$ cat src/hw/rtl/assert_macros.svh
// Assertion helpers shared by the RTL.
// All checks sample on the rising edge of clk and hold off while rst_n is low.
`ifndef ASSERT_MACROS_SVH
`define ASSERT_MACROS_SVH

// Same-cycle implication.
`define ASSERT_IMPL(lbl, ante, cons) \
  lbl: assert property (@(posedge clk) disable iff (!rst_n) (ante) |-> (cons)) \
    else $error("assertion failed: same-cycle implication");

// Next-cycle implication.
`define ASSERT_NEXT(lbl, ante, cons) \
  lbl: assert property (@(posedge clk) disable iff (!rst_n) (ante) |=> (cons)) \
    else $error("assertion failed: next-cycle implication");

`endif

$ cat src/hw/rtl/pmorph_pkg.sv
package pmorph_pkg;

  // Request kinds carried on in_tuser
  typedef enum logic [1:0] {
    CMD_WR_CUR = 2'd0,
    CMD_WR_TGT = 2'd1,
    CMD_MORPH  = 2'd2,
    CMD_TICK   = 2'd3
  } pmorph_cmd_t;

  // Configuration register indexes
  typedef enum logic [1:0] {
    CFG_PARAM_COUNT     = 2'd0,
    CFG_VEL_DEST_BASE   = 2'd1,
    CFG_LFO_VOICE_BASE  = 2'd2,
    CFG_LFO_TARGET_BASE = 2'd3
  } pmorph_cfg_t;

  typedef enum logic {
    ST_IDLE = 1'b0,
    ST_RUN  = 1'b1
  } pmorph_state_t;

  // Controller address that travels with a slot through the blend pipeline
  typedef struct packed {
    logic       bank;
    logic [6:0] number;
  } pmorph_tag_t;

  localparam logic [8:0] PARAM_COUNT_RST = 9'd256;
  localparam logic [8:0] AMT_FULL        = 9'd256;
  localparam logic [7:0] ROUND_THRESH    = 8'h7f;
  localparam logic [8:0] SKIP_SLOT       = 9'd127;
  localparam logic [8:0] BANK_SPLIT      = 9'd128;
  localparam logic [8:0] SKIP_SPAN       = 9'd5;

endpackage

$ cat src/hw/rtl/pmorph_blend.sv
module pmorph_blend
  import pmorph_pkg::*;
(
  input  logic        clk,
  input  logic        rst_n,
  input  logic        en,
  input  logic        in_v,
  input  pmorph_tag_t in_tag,
  input  logic [7:0]  cur,
  input  logic [7:0]  tgt,
  input  logic [7:0]  amt,
  output logic        out_v,
  output pmorph_tag_t out_tag,
  output logic [7:0]  out_val
);

  logic        a_v_r;
  pmorph_tag_t a_tag_r;
  logic [16:0] prod_c_r;
  logic [15:0] prod_t_r;
  logic        b_v_r;
  pmorph_tag_t b_tag_r;
  logic [7:0]  b_val_r;

  logic [8:0]  inv_amt;
  logic [16:0] prod_c_nxt;
  logic [15:0] prod_t_nxt;
  logic [16:0] sum_wide;
  logic [15:0] sum16;
  logic [7:0]  val_nxt;

  // Stage A: weight current and target values
  assign inv_amt    = AMT_FULL - {1'b0, amt};
  assign prod_c_nxt = {9'd0, cur} * {8'd0, inv_amt};
  assign prod_t_nxt = {8'd0, tgt} * {8'd0, amt};

  always_ff @(posedge clk) begin
    if (!rst_n) begin
      a_v_r <= 1'b0;
    end else if (en) begin
      a_v_r <= in_v;
    end
  end

  always_ff @(posedge clk) begin
    if (en) begin
      a_tag_r  <= in_tag;
      prod_c_r <= prod_c_nxt;
      prod_t_r <= prod_t_nxt;
    end
  end

  // Stage B: add modulo 2^16, keep the high byte, round up on a large low byte
  assign sum_wide = prod_c_r + {1'b0, prod_t_r};
  assign sum16    = sum_wide[15:0];
  assign val_nxt  = sum16[15:8] + {7'd0, (sum16[7:0] >= ROUND_THRESH)};

  always_ff @(posedge clk) begin
    if (!rst_n) begin
      b_v_r <= 1'b0;
    end else if (en) begin
      b_v_r <= a_v_r;
    end
  end

  always_ff @(posedge clk) begin
    if (en) begin
      b_tag_r <= a_tag_r;
      b_val_r <= val_nxt;
    end
  end

  assign out_v   = b_v_r;
  assign out_tag = b_tag_r;
  assign out_val = b_val_r;

endmodule

$ cat config.mk
export PLATFORM = sky130hd
export DESIGN_NAME = pmorph_blend
export DESIGN_NICKNAME = d
export VERILOG_FILES = /design/src/hw/rtl/assert_macros.svh /design/src/hw/rtl/pmorph_pkg.sv /design/src/hw/rtl/pmorph_blend.sv
export SDC_FILE = /design/constraint.sdc
export NUM_CORES = 1
export LEC_CHECK = 0
export BUFFER_PORTS_ARGS = -buffer_cell sky130_fd_sc_hd__buf_4
export CORE_MARGIN = 2
export CORE_UTILIZATION = 36
export CTS_CLUSTER_DIAMETER = 200
export DETAILED_ROUTE_END_ITERATION = 6
export GPL_ROUTABILITY_DRIVEN = 1
export GPL_TIMING_DRIVEN = 0
export PLACE_DENSITY = 0.51
export SYNTH_ARGS = -nofsm -noshare
export SYNTH_HDL_FRONTEND = slang
export SYNTH_SLANG_ARGS = --single-unit
$ cat constraint.sdc
create_clock -name clk -period 7.18 [get_ports clk]
set_input_delay 0.718 -clock clk [delete_from_list [all_inputs] [get_ports clk]]
set_output_delay 0.718 -clock clk [all_outputs]
set_load 0.02 [all_outputs]
* Yosys cells after proc, flatten, opt, wreduce, memory -nomap -nowiden
Cells that the tools add are included.
W data, S select, Z words.
** Operators by class
- Add/subtract/negate cells :: 3
- Multiply operators :: 2
- $lt $le $gt $ge :: 1
** Operator list (number)
- $add A16 B16 Y16 :: 1
- $mul A8 B8 Y16 :: 1
- $mul A8 B9 Y16 :: 1
- $sub A9 B8 Y9 const A :: 1
- $add A8 B1 Y8 :: 1
- $ge A8 B7 Y1 const B :: 1
** Word-level totals
- Register bits after elaboration :: 58
- Input port bits :: 36
- Output and inout port bits :: 17
- Logic and storage cells :: 15

* Logic depth before layout (Yosys ltp)
Gate-level depths: netlist of the first run.
- Depth in word-level cells :: 3
- Depth in mapped cells :: 21
- Depth with buffers taken out :: 20

* Worst setup path before layout of the first run
No wires, ideal clock.
- Kind :: in2reg
- From :: input amt[1]
- To :: register prod_c_r[13] (data pin)
- Setup time :: 0.195 ns
- Data arrival time :: 5.313 ns
- Data required time :: 6.985 ns
- Slack :: 1.672 ns
- Stages :: 18
- Path buffers :: 1
- Cell sequence :: clkbuf_1 inv_1 ha_1 nand2_1 or3_1 nor3_1 and2_1 fa_1 fa_1 fa_1 inv_1 fa_1 inv_1 ha_1 a21o_1 o21ai_0 or4b_1 o311ai_0
** Between the ends
- Cells in the longest elaborated chain, start to end :: 2
** Ends and longest elaborated chain
- from (decl) :: line pmorph_blend.sv:11 : input logic [7:0] amt,
- $sub A9 B8 Y9 :: line pmorph_blend.sv:33 : assign inv_amt = AMT_FULL - {1'b0, amt};
- $mul A8 B9 Y16 :: line pmorph_blend.sv:34 : assign prod_c_nxt = {9'd0, cur} * {8'd0, inv_amt};
- via prod_c_nxt[13] :: line pmorph_blend.sv:26 : logic [16:0] prod_c_nxt;
- to (signal assigned) :: line pmorph_blend.sv:48 : prod_c_r <= prod_c_nxt;
- to (decl) :: line pmorph_blend.sv:19 : logic [16:0] prod_c_r;
The timed path passes the listed nets, and every way through them passes these cells.
A chain may end at the register's enable or synchronous reset.

* Final worst setup path of the first run
Same ends and word-level chain as after synthesis.

==> results of run 1 <==
## area by class of cell
| cell class | count | area (um^2) | area share [%] |
|---|---|---|---|
| clock inverters | 7 | 67.6 | 0.845 |
| repair buffers | 47 | 353 | 4.42 |
| plain buffers | 12 | 45.0 | 0.564 |
| inverters | 119 | 447 | 5.59 |
| clock buffers | 9 | 225 | 2.82 |
| flip-flops and latches | 58 | 1720 | 21.5 |
| well taps | 265 | 332 | 4.15 |
| multi-input cells | 508 | 4800 | 60.1 |
## through the flow
stage | hold slack, ns | instances
finish | 0.417 | 1025
global route | 0.428 | 1025
CTS | 0.418 | 1025
detailed placement | 0.405 | 1009
global placement | 0.400 | 1009
floorplan | 0.400 | 697
## worst max-delay path, stage by stage
cell	delay, ns
clkbuf_1	0.20
inv_1	0.13
ha_1	0.18
nand2_1	0.08
or3_1	0.36
nor3_1	0.78
and2_1	0.25
fa_1	0.43
fa_1	0.47
fa_1	0.56
inv_1	0.06
fa_1	0.53
inv_1	0.04
ha_1	0.37
a21o_1	0.20
o21ai_0	0.22
or4b_1	0.46
o311ai_0	0.14
## worst max path at each step
stage	depth (start not counted)	slack (ns)	end
final	18	1.06	prod_c_r[13]
after global placement	18	0.82	prod_c_r[13]
after CTS	20	1.04	prod_c_r[13]
after detailed placement	18	0.71	prod_c_r[13]
after global routing	20	0.71	prod_c_r[13]
after floorplan	18	1.67	prod_c_r[13]
## per-layer routing
metal / share of wire [%] / up-vias / wire [um]
li1: - / 2385 / -
met1: 46 / 2363 / 6320
met2: 49 / 87 / 6770
met3: 4.1 / 18 / 569
met4: 1.3 / 0 / 175
met5: 0 / - / 0
## cell families (layout without fill, tap and decap cells)
| family | Yosys count | after routing |
|---|---|---|
| multiplexers | 3 | 3 |
| adder cells (fa/ha/maj) | 167 | 167 |
| AND/OR/NAND/NOR | 202 | 202 |
| buffers and inverters | 131 | 194 |
| AO/OA/AOI/OAI | 85 | 85 |
| XOR/XNOR | 51 | 51 |
| flip-flops | 58 | 58 |
## where the power goes
| group | switching, mW | internal [mW] |
|---|---|---|
| Combinational | 1.02 | 0.808 |
| Clock | 0.143 | 0.266 |
| Sequential | 0.0321 | 0.582 |
## cell usage in the layout, fill, tap and decap left out, types with 2 or more instances in the layout
cell        netlist  layout
xnor2_1          36      36
dfxtp_1           2       2
ha_1             89      89
edfxtp_1         56      56
xor2_1           15      15
inv_1           119     119
nor2_1           15      15
a21oi_1          27      27
mux2i_1           3       3
nand2b_1          2       2
o21bai_1          7       7
a21o_1           12      12
nand4_1           3       3
a211oi_1          4       4
buf_4             0      47
nor2b_1           6       6
clkinvlp_4        0       2
nor3_1            5       5
a41oi_1           2       2
a31oi_1           2       2
a21o_2            2       2
clkbuf_1         12      12
o21a_1            2       2
clkbuf_16         0       9
a21boi_0          2       2
nor4_1            2       2
nand3_1           9       9
clkinv_2          0       2
o21ai_0          12      12
or2_2             2       2
nand2_1          63      63
a31o_2            3       3
and2_1           87      87
fa_1             78      78
or3_1             3       3
## registers in the layout, summed over array words and instances (netlist names)
name and cells:
a_tag_r 8, a_v_r 1, out_v 1, prod_t_r 16
out_val 8, prod_c_r 16, out_tag 8
==> impl_metrics.toml, run 1 <==
[synthesis]
post-synth-top-count-cell = "inv_1"
yosysUniqueCellTypes = 46
seq_area_frac_synth_pct = 24.5
synth_area_leader_cell = "edfxtp_1"
synth_area_leaders = "edfxtp_1, fa_1, ha_1"
synth_top_family_by_area = "adder cells"
yosys-top-cells-count = "inv_1, ha_1, and2_1, fa_1, nand2_1"
synth-edff-count = 56
syn-cell-area_mm2 = 0.00701
yosys_warnings = 0
synth_compound_area_share_pct = 8.31
yosys.area_share.simple_pct = 15.2
synth_top_area_share_pct = 24.0
syn_area_per_cell_um2 = 10.1
synth-seq-cells = 58
synth_fp_nets = 900
synth_xor_area_share_pct = 6.37
synth_cells = 697
synthMuxAreaShare_pct = 0.428
yosys_most_used_dff = "edfxtp_1"
synthAdderAreaFrac_pct = 38.1
async_flop_share_pct = 0

[grt]
met3_usage_pct = 1.67
grt-busiest-layer = "met2"
grt_use_met1_pct = 18.2
grt_antenna_before_repair = 0
grt_max_degree = 59
grt_pass1_wl_mm = 23.3
overflow = 0
use_met2_pct = 24.9
track_usage_pct = 14.1
grt_pass1_vias = 5032

[timing]
max_slew.worst_pin.slew_ns = 1.00
period_minus_slack_ns = 6.12
finClkSkew_ns = 0.0105
fin_crit_sh_pct = 85.2
rsz0062_at_grt = "false"
setup_slack_ns = 1.06
fin_tns_setup_ns = 0
hold_viol = 0
slew_violations = 0
slew_headroom_pct = 32.6
finalSetupViolCount = 0
fmax_mhz = 163

[cells_and_area]
area_growth_pct = 13.9
final_util_pct = 41.5
n_fill_cell = 1947
fin_area_mm2 = 0.00799
num-nets-final = 958
drive_gt1_share_pct = 9.74
diodes = 0

[hold_path]
holdPathStages = 0
worstHoldStart = "a_tag_r[7]"
whs_endpoint = "out_tag[7]"
hold_path.class = "flip-flop to flip-flop"

[route]
drtPass1Iterations = 5
drc = 0
avgViaCountPerCell = 4.73
drt_iter0_markers = 124
finalWirelength_mm = 13.8
ant_nets = 0
routedWlPerCell_um = 13.5
vias = 4853

[cts]
cts_buffers = 9
ctsHtreeMaxLevel = 3
clkLatencyLatePin_ns = 0.32
hold_buffers = 0
clk_pin_slew_ns = 0.05
cts_tree = "yes"
cts_resized = 0
root_buffer = "clkbuf_16"
post-cts-setup-buffer-count = 0
cts_buffer_depth = 2
clock_sink_count = 58

[pwr]
leakagePower_nw = 3.78
vdd_drop_max_mv = 0.139
power.total_mw = 2.86
power_density_mw_per_mm2 = 357

[critical_path]
r2r_cells = 13
critPathLaunch = "amt[1]"
cp_max_fo = 10
required_ns = 7.27
r2r_slack_ns = 4.02
r2r_start = "prod_c_r[0]"
worstSetupEndpointType = "flip-flop"
criticalPathCategory = "input port to flip-flop"
cp.arrival_ns = 6.20
critPathLaunchType = "input port"
r2r-end = "out_val[6]"

[floorplanning]
io_pins = 53
die-area_mm2 = 0.0206
core_mm2 = 0.0193
die_y_um = 144
placementRows = 51
start_util_pct = 36.4
die_w_um = 144

[outcome]
status = "finished clean"

[placement]
gp_congestion = 0.821
post-dp-hpwl_mm = 11.6
pre_cts_ws_ns = 0.715
dpl_cell_area_mm2 = 0.00770
portBuffers = 47

[flow_run]
cap_violations = 0
No activity file was read; power rests on OpenSTA's default activity.
==> run 2: changes to the inputs <==
--- a/config.mk
+++ b/config.mk
@@ -10,9 +10,9 @@
 export CORE_UTILIZATION = 36
 export CTS_CLUSTER_DIAMETER = 200
 export DETAILED_ROUTE_END_ITERATION = 6
-export GPL_ROUTABILITY_DRIVEN = 1
 export GPL_TIMING_DRIVEN = 0
 export PLACE_DENSITY = 0.51
+export SLEW_MARGIN = 20
 export SYNTH_ARGS = -nofsm -noshare
 export SYNTH_HDL_FRONTEND = slang
 export SYNTH_SLANG_ARGS = --single-unit
==> constraint.sdc (replaced) <==
create_clock -name clk -period 5.95 [get_ports clk]
set_input_delay 0.595 -clock clk [delete_from_list [all_inputs] [get_ports clk]]
set_output_delay 0.595 -clock clk [all_outputs]
set_load 0.02 [all_outputs]
==> impl_metrics.toml, run 2 (same netlist as run 1, synthesis figures left out) <==
[critical_path]
cp_max_fo = 10
critPathLaunch = "amt[1]"
criticalPathCategory = "input port to flip-flop"
required_ns = 6.04
critPathLaunchType = "input port"
r2r_start = "prod_c_r[0]"
r2r_slack_ns = 2.80
cp.arrival_ns = 5.77
worstSetupEndpointType = "flip-flop"

[cts]
clkLatencyLatePin_ns = 0.32
cts_buffer_depth = 2
clock_sink_count = 58
ctsHtreeMaxLevel = 3
cts_buffers = 9
clk_pin_slew_ns = 0.05
cts_tree = "yes"
hold_buffers = 0
root_buffer = "clkbuf_16"

[cells_and_area]
diodes = 0
finalNonFillerCells = 1025
drive_gt1_share_pct = 11.1
num-nets-final = 958
final_common_cell = "inv_1"
final_cell_mix = "inv_1, ha_1, and2_1, fa_1, nand2_1"
final_util_pct = 41.7
area_growth_pct = 14.6
reg.largest.list = "prod_c_r x16, prod_t_r x16"

[route]
wl_met2_mm = 6.78
drc = 0
ant_nets = 0
finalWirelength_mm = 13.8
drt_iter0_markers = 115
vias = 4833
avgViaCountPerCell = 4.72
met3_length_um = 513
routedWlPerCell_um = 13.5
top_layer_used = "met4"
wl_met1_mm = 6.35
drtPass1Iterations = 5

[timing]
slew_headroom_pct = 45.9
period_minus_slack_ns = 5.68
fmax_mhz = 176
finClkSkew_ns = 0.0104
fin_crit_sh_pct = 95.5
finalSetupViolCount = 0
slew_violations = 0
hold_viol = 0
max_slew.worst_pin.slew_ns = 0.805

[floorplanning]
die_w_um = 144
core_mm2 = 0.0193
die_y_um = 144
die-area_mm2 = 0.0206
io_pins = 53
placementRows = 51
start_util_pct = 36.4

[grt]
grt_pass1_wl_mm = 23.3
grt_max_degree = 59
grt_pass1_vias = 5033
overflow = 0
track_usage_pct = 14.0
grt_antenna_before_repair = 0

[flow_run]
cap_violations = 0

[pwr]
p_sw_share_pct = 42.0
vdd_drop_max_mv = 0.167
p_int_mw = 2.00
combPwrFrac_pct = 64.2
pwr-share-clk_pct = 14.3
power.net_switching_mw = 1.45
leakagePower_nw = 3.82
power_density_mw_per_mm2 = 429
pwr-share-seq_pct = 21.5

[hold_path]
hold_path.class = "flip-flop to flip-flop"
worstHoldStart = "a_tag_r[7]"

[outcome]
status = "finished clean"

[placement]
dp.cells = 1009
gp_congestion = 0.821
portBuffers = 47
post-dp-hpwl_mm = 11.6
## run 2: changes by cell type in the layout (fill, tap and decap cells not counted), moves of 2 or more
cell | before | now
xor2_2 | 0 | 2
clkbuf_1 | 12 | 8
xnor2_2 | 0 | 3
clkbuf_2 | 0 | 4
xor2_1 | 15 | 13
xnor2_1 | 36 | 33
## run 2: stage by stage
step           power (mW)  worst slack [ns]  setup TNS (ns)  instance area [um^2]  hold WS (ns)
2_1_floorplan        2.47             0.565               0                  7010         0.400
3_3_place_gp         2.95            -0.285          -0.343                  7700         0.400
3_5_place_dp         2.98            -0.392          -0.544                  7700         0.405
4_1_cts              3.50            0.0255               0                  8000         0.418
5_1_grt              3.81          -0.00867        -0.00867                  8040         0.428
6_report             3.45             0.266               0                  8040         0.417
## run 2: power groups by stage
stage	clock network, mW	registers, mW	logic, mW
2_1_floorplan	0	0.782	1.69
3_3_place_gp	0	0.751	2.20
3_5_place_dp	0	0.752	2.22
4_1_cts	0.508	0.744	2.25
5_1_grt	0.526	0.753	2.53
6_report	0.493	0.741	2.22
## run 2: cell type report
type	count	area, um^2
Tap cell	265	332
Clock inverter	7	67.6
Inverter	119	447
Multi-Input combinational cell	508	4840
Clock buffer	9	225
Sequential cell	58	1720
Timing Repair Buffer	47	353
Fill cell	1946	11200
Buffer	12	50.0
## run 2: critical path, stage by stage
cell and delay [ns]:
clkbuf_2 0.16, inv_1 0.10, ha_1 0.21, nand2_1 0.12
or3_1 0.39, nor3_2 0.47, and2_1 0.23, fa_1 0.43
fa_1 0.47, fa_1 0.56, inv_1 0.06, fa_1 0.53
inv_1 0.04, ha_1 0.37, a21o_1 0.20, o21ai_0 0.22
or4b_1 0.46, o311ai_0 0.14
## run 2: per-layer routing
metal | GRT usage [%] | vias up
met2 | 24.9 | 84
li1 | - | 2383
met4 | 3.72 | 0
met1 | 18.1 | 2350
met5 | 0 | -
met3 | 1.67 | 16
## run 2: final timing paths
kind	endpoint	cells after the start
worst max-delay path	prod_c_r[13]	18
worst min-delay path	out_tag[7]	0
worst max register to register	out_val[6]	13
worst min register to register	out_tag[7]	0
## run 2: what timing repair did
item                       CTS  global route
resized for setup            2            12
buffers inserted             0             0
setup endpoints to repair    1             2
==> run 3: changes to the inputs <==
--- a/config.mk
+++ b/config.mk
@@ -8,10 +8,11 @@
 export BUFFER_PORTS_ARGS = -buffer_cell sky130_fd_sc_hd__buf_4
 export CORE_MARGIN = 2
 export CORE_UTILIZATION = 36
+export CTS_BUF_LIST = sky130_fd_sc_hd__clkbuf_4 sky130_fd_sc_hd__clkbuf_8
 export CTS_CLUSTER_DIAMETER = 200
 export DETAILED_ROUTE_END_ITERATION = 6
 export GPL_TIMING_DRIVEN = 0
-export PLACE_DENSITY = 0.51
+export PLACE_DENSITY_LB_ADDON = 0.1
 export SLEW_MARGIN = 20
 export SYNTH_ARGS = -nofsm -noshare
 export SYNTH_HDL_FRONTEND = slang
==> impl_metrics.toml, run 3 (same netlist as run 1, synthesis figures left out) <==
[timing]
fin_tns_setup_ns = 0
finalSetupViolCount = 0
max_slew.worst_pin.slew_ns = 0.696
setup_slack_ns = 0.349
fmax_mhz = 179
fin_crit_sh_pct = 94.1
slew_headroom_pct = 53.3
rsz0062_at_grt = "false"
finClkSkew_ns = 0.00546
period_minus_slack_ns = 5.60
slew_violations = 0
hold_viol = 0

[critical_path]
worstSetupEndpointType = "flip-flop"
cp.arrival_ns = 5.71
path_cells = "buf_4 -> clkbuf_1 -> nor2_1 -> xnor2_2 -> nand2_1 -> fa_1 -> fa_1 -> inv_1 -> fa_1 -> inv_1 -> fa_1 -> inv_1 -> ha_1 -> a21boi_0 -> o21ai_0 -> a21oi_1 -> o21ai_0 -> or4b_1 -> o311ai_0"
criticalPathCategory = "input port to flip-flop"
slowest_stage = "fa_1"
r2r_slack_ns = 2.81
required_ns = 6.06
cp_max_fo = 10
critPathLaunchType = "input port"
cpPeakStageDelay_ns = 0.53
cp_common_cell = "fa_1"

[cells_and_area]
final_cell_mix = "inv_1, ha_1, and2_1, fa_1, nand2_1"
num-nets-final = 958
final_common_cell = "inv_1"
diodes = 0
drive_gt1_share_pct = 10.7
reg.largest.list = "prod_c_r x16, prod_t_r x16"
area_growth_pct = 13.3
final_util_pct = 41.2

[cts]
clkLatencyLatePin_ns = 0.33
cts_tree = "yes"
cts_buffers = 9
hold_buffers = 0
clk_pin_slew_ns = 0.06
root_buffer = "clkbuf_8"
ctsHtreeMaxLevel = 3
cts_buffer_depth = 2
clock_sink_count = 58

[floorplanning]
io_pins = 53
die-area_mm2 = 0.0206
die_y_um = 144
start_util_pct = 36.4
placementRows = 51
core_mm2 = 0.0193
die_w_um = 144

[route]
drtPass1Iterations = 4
ant_nets = 0
finalWirelength_mm = 14.0
drc = 0
avgViaCountPerCell = 4.69
drt_iter0_markers = 148
routedWlPerCell_um = 13.7
vias = 4807

[grt]
track_usage_pct = 14.4
grt_antenna_before_repair = 0
grt_max_degree = 59
grt_pass1_wl_mm = 23.8
grt_pass1_vias = 5153
overflow = 0

[placement]
pre_cts_ws_ns = -0.352
portBuffers = 47
gp_congestion = 0.816
post-dp-hpwl_mm = 11.8

[pwr]
vdd_drop_max_mv = 0.142
power_density_mw_per_mm2 = 414
power.total_mw = 3.28
leakagePower_nw = 3.76

[outcome]
status = "finished clean"

[flow_run]
cap_violations = 0

[hold_path]
hold_path.class = "flip-flop to flip-flop"
-- run 3: cell types whose count changed in the layout (fill, tap and decap cells not counted) --
cell / change
clkbuf_16: -9
clkbuf_8: +9
clkbuf_1: +2
clkbuf_2: -2
inv_6: -1
nor3_2: -1
nor3_4: +1
xor2_2: -1
xor2_4: +1
-- run 3: worst max-delay path: cells and delay by family --
| kind | cells | cell delay (ns) |
|---|---|---|
| adder cells (fa/ha/maj) | 5 | 2.32 |
| AO/OA/AOI/OAI | 5 | 0.93 |
| AND/OR/NAND/NOR | 3 | 0.75 |
| buffers and inverters | 5 | 0.68 |
| XOR/XNOR | 1 | 0.42 |
-- run 3: layer usage --
| layer | GRT usage, % | share of wire, % | vias up |
|---|---|---|---|
| li1 | - | - | 2388 |
| met1 | 17.9 | 47 | 2326 |
| met2 | 26.1 | 49 | 74 |
| met3 | 2.20 | 2.8 | 19 |
| met4 | 3.72 | 1.5 | 0 |
| met5 | 0 | 0 | - |
-- run 3: final timing paths --
kind | endpoint | startpoint | depth (start not counted)
setup / recovery | prod_c_r[13] | amt[4] | 19
hold / removal | out_tag[7] | a_tag_r[7] | 0
setup reg to reg | out_val[6] | prod_c_r[0] | 13
hold reg to reg | out_tag[7] | a_tag_r[7] | 0
-- run 3: final cells by class --
cell class              instances  area, um^2
clock inverters                 6        58.8
repair buffers                 47         353
fillers                      1932       11300
well taps                     265         332
clock buffers                   9         124
multi-input cells             508        4860
flip-flops and latches         58        1720
inverters                     119         447
plain buffers                  12        47.5
-- run 3: timing repair --
action                                 CTS  global route
setup endpoints to repair                0             3
endpoints found under the hold margin    0             0
setup buffers                            0             0
resized for setup                        0            12
-- run 3: metrics by stage --
| stage | cells | area (um^2) | hold WS [ns] |
|---|---|---|---|
| 2_1_floorplan | 697 | 7010 | 0.400 |
| 3_3_place_gp | 1009 | 7700 | 0.403 |
| 3_5_place_dp | 1009 | 7700 | 0.407 |
| 4_1_cts | 1024 | 7880 | 0.413 |
| 5_1_grt | 1024 | 7940 | 0.412 |
| 6_report | 1024 | 7940 | 0.420 |
-- run 3: report_power, final --
group	internal (mW)	leakage [nW]	switching, mW
sequential	0.701	0.563	0.0396
clock	0.188	0.0885	0.143
combinational	0.977	3.11	1.24
